File: config.mk
export PLATFORM = sky130hd
export DESIGN_NAME = lruk_cmp
export DESIGN_NICKNAME = d
export VERILOG_FILES = /design/src/hw/rtl/lruk_pkg.sv /design/src/hw/rtl/lruk_cmp.sv
export SDC_FILE = /design/constraint.sdc
export NUM_CORES = 1
export LEC_CHECK = 0
export BUFFER_PORTS_ARGS = -buffer_cell sky130_fd_sc_hd__buf_2
export CORE_MARGIN = 8
export CORE_UTILIZATION = 56
export DETAILED_ROUTE_END_ITERATION = 12
export PLACE_DENSITY = 0.95
export SYNTH_ARGS = -nofsm -noshare
export SYNTH_HDL_FRONTEND = slang
export SYNTH_SLANG_ARGS = --single-unit
File: constraint.sdc
create_clock -name vclk -period 14.6
set_input_delay 2.92 -clock vclk [all_inputs]
set_output_delay 2.92 -clock vclk [all_outputs]
set_load 0.05 [all_outputs]
File: src/hw/rtl/lruk_pkg.sv
`default_nettype none

package lruk_pkg;

    // Fixed field widths of the transaction ports.
    localparam int ID_W       = 16;
    localparam int COUNT_W    = 16;
    localparam int STAMP_IN_W = 48;

    // Capacity register value after reset.
    localparam logic [COUNT_W-1:0] CAP_RESET = 16'd256;

    // Defaults for the top-level parameters.
    localparam int DEF_MAX_SELECT = 64;
    localparam int DEF_STAMP_BITS = 48;

    // Direction of the current sift step.
    localparam logic MODE_UP   = 1'b0;
    localparam logic MODE_DOWN = 1'b1;

    // Decision of one sift step, handed from the compare unit to the sequencer.
    typedef struct packed {
        logic move;    // the moving entry passes the slot it is compared against
        logic pick_b;  // the right child is the larger one
    } step_t;

endpackage

`default_nettype wire

File: src/hw/rtl/lruk_cmp.sv
`default_nettype none

module lruk_cmp #(
    parameter int SW = 48
) (
    input  wire logic          mode,
    input  wire logic          a_ok,
    input  wire logic          b_ok,
    input  wire logic [SW-1:0] key,
    input  wire logic [SW-1:0] a_stamp,
    input  wire logic [SW-1:0] b_stamp,
    output lruk_pkg::step_t    step
);

    logic          pick_b;
    logic [SW-1:0] sel_stamp;
    logic [SW-1:0] lhs;
    logic [SW-1:0] rhs;

    // On the way down the larger child is chosen first; ties keep the left one.
    assign pick_b    = (mode == lruk_pkg::MODE_DOWN) && b_ok && (a_stamp < b_stamp);
    assign sel_stamp = pick_b ? b_stamp : a_stamp;

    // The one main comparator: parent < key going up, key < child going down.
    assign lhs = (mode == lruk_pkg::MODE_DOWN) ? key : a_stamp;
    assign rhs = (mode == lruk_pkg::MODE_DOWN) ? sel_stamp : key;

    assign step.move   = a_ok && (lhs < rhs);
    assign step.pick_b = pick_b;

endmodule

`default_nettype wire

==> qor.log <==
qor: floorplan.design.die.area 9610 sq um
qor: layout.fillers 542
qor: drt.post-route-drc-count 0
qor: floorplan.core-area 6640 sq um
qor: timing.timing.final.setup_violations 0
qor: layout.nClkBuffers 0
qor: setup_path.crit_type input port to primary output
qor: global_routing.grt_max_degree 96
qor: place.finalWeightedCongestion 0.895
qor: drt.detailroute.via_count 4,174
qor: floorplan.placementRows 30
qor: layout.leading_cell_type_in_the_layout_fill_and_taps_excluded buf_2
qor: setup_path.worst_setup_path_end_kind primary output
qor: layout.seq_cell_count 0
qor: power_and_ir_drop.report.power.total 0.146 mW
qor: layout.most-common-layout-cells buf_2, ha_1, nand2_1
qor: timing.maxClockFrequency 96.9 MHz
qor: layout.n_antenna_cell 0
qor: timing.final_period_minus_worst_setup_slack 10.32 ns
qor: logic_synthesis.synthesis.nets 746
qor: global_routing.gr-total-overflow 0
qor: power_and_ir_drop.power_density 32.2 nW/um^2
qor: floorplan.floorplan.die.width 98.1 microns
qor: global_routing.antenna_found_initial 0
qor: layout.syn2layout_area_growth 20.0%
qor: drt.dr_vias_cell 5.84
qor: timing.worst_slew_margin_rel 39.3%
qor: drt.ant_nets 0
qor: timing.final_slew_violations 0
qor: global_routing.first_global_vias 4,289
qor: floorplan.initial_core_util 56.7%
qor: logic_synthesis.synth_seq_area_share 0%
qor: logic_synthesis.synthesis.area_per_instance 7.47 sq um
qor: place.detailed_place_hpwl 9880 microns
qor: place.portBuffers 149
qor: timing.finalSetupTns 0 ns
qor: job.max_cap_violations 0
qor: setup_path.worstPathRequired 11.68 ns
qor: floorplan.boundary_pins 149
qor: logic_synthesis.netlist_instances 505
qor: global_routing.grt_first_pass_wirelength 18,600 microns
qor: timing.worstMarginPinSlew 0.910 ns
qor: power_and_ir_drop.power.static_leakage 2.44 nW
qor: drt.drt_pass1_iterations 4
qor: layout.ff_latch_area 0 sq um
qor: floorplan.die_height 98.1 microns
qor: outcome.run_status finished, final reports clean
qor: logic_synthesis.yosysWarnings 0
qor: global_routing.track_usage 22.1%
qor: clock_tree.holdBufCountCts 0
qor: clock_tree.cts_resized 0
qor: logic_synthesis.netlist_area 3770 sq um
qor: drt.drt_iter0_markers 161
qor: setup_path.timing.critical_path.arrival 7.40 ns
qor: timing.timing_hold_violations_final 0
qor: layout.drive_above_1_share 31.5%
qor: timing.fin_crit_sh 70.7%
qor: layout.layoutNonFillerInstCount 715
qor: clock_tree.postCtsSetupBuffers 0
qor: timing.worst_hold_slack 6.52 ns
qor: place.place.detailed.instances 715
qor: logic_synthesis.synth_cell_type_count 39
qor: setup_path.critical_path_peak_fanout 32
qor: layout.finalNetCount 878
qor: setup_path.path_cells buf_2 > inv_1 > ha_1 > nand4_1 > nor4_1 > nand4_1 > o22ai_1 > nor3_4 > buf_4 > mux2i_1 > nand2_1 > o21ai_1 > ha_1 > nand3_1 > nor2_1 > nor4b_1 > nand3_1 > nor4_1 > a21oi_1 > o211a_1 > and3_1 > buf_2
qor: setup_path.startpoint_type_of_the_worst_setup_path input port
qor: timing.grt_setup_unrepaired false
qor: power_and_ir_drop.vdd.ir_drop.worst 14.9 uV
qor: min_path.worst_hold_path_type input port to primary output
qor: setup_path.worst_path_max_delay_cell nor4_1
qor: setup_path.cpPeakStageDelay 0.66 ns
qor: drt.routed_wirelength 11,200 microns
qor: drt.wl_per_cell 15.7 microns
-- power breakdown --
part	internal (mW)	switching (mW)
Sequential	0	0
Clock	0	0
Combinational	0.0698	0.0759
-- per-stage QoR --
step	worst slack (ns)	cell area (sq um)	util, %
CTS	4.31	4520	68.1
floorplan	5.06	3770	-
global route	3.86	4520	68.1
finish	4.28	4520	68.1
detailed placement	4.32	4520	68.1
global placement	4.46	4520	68.1
-- per-layer routing --
metal / track usage (%) / vias up / routed length [microns]
met5: 0 / - / 0
met4: 3.84 / 0 / 173
met3: 3.20 / 17 / 572
met2: 42.3 / 124 / 5710
met1: 25.1 / 1913 / 4760
li1: - / 2120 / -
-- worst max-delay path: cells and delay by family --
kind | cells | cell delay [ns]
fa+ha+maj | 2 | 0.61
mux | 1 | 0.18
compound gates | 4 | 0.59
simple gates | 11 | 2.41
buf+inv | 4 | 0.66
-- cell usage after synthesis (all sizes together) (2+ instances only) --
| cell type | count | area, sq um |
|---|---|---|
| nand2 | 68 | 255 |
| mux2i | 48 | 480 |
| clkbuf | 11 | 41.3 |
| and4 | 3 | 26.3 |
| a21oi | 30 | 150 |
| a211oi | 2 | 15.0 |
| nor2 | 5 | 18.8 |
| nand3 | 13 | 65.1 |
| nor3 | 4 | 31.3 |
| a221oi | 3 | 26.3 |
| o21ai | 63 | 315 |
| buf | 11 | 75.1 |
| a21o | 13 | 97.6 |
| nor4 | 3 | 18.8 |
| o22ai | 2 | 12.5 |
| mux2 | 47 | 529 |
| nand2b | 4 | 25.0 |
| nor2b | 2 | 12.5 |
| a221o | 2 | 20.0 |
| nand4 | 11 | 68.8 |
| ha | 94 | 1180 |
| inv | 53 | 199 |
-- layout make-up --
cell class	instances	area, sq um	share of cell area (%)
timing repair buffer	152	771	17.0
inverter	53	199	4.40
tap	80	100	2.21
multi-input combinational	430	3450	76.4
-- cell families after synthesis --
| family | Yosys count | share of synthesized area, % |
|---|---|---|
| fa+ha+maj | 94 | 31.2 |
| mux | 95 | 26.8 |
| compound gates | 124 | 19.0 |
| simple gates | 117 | 14.7 |
| buf+inv | 75 | 8.36 |
-- final timing paths --
kind | start | end | slack, ns | depth (start not counted)
setup / recovery | b_stamp[47] | step[1] | 4.28 | 22
hold / removal | a_ok | step[1] | 6.52 | 6
Note: power is estimated with default switching activity, not from simulation.
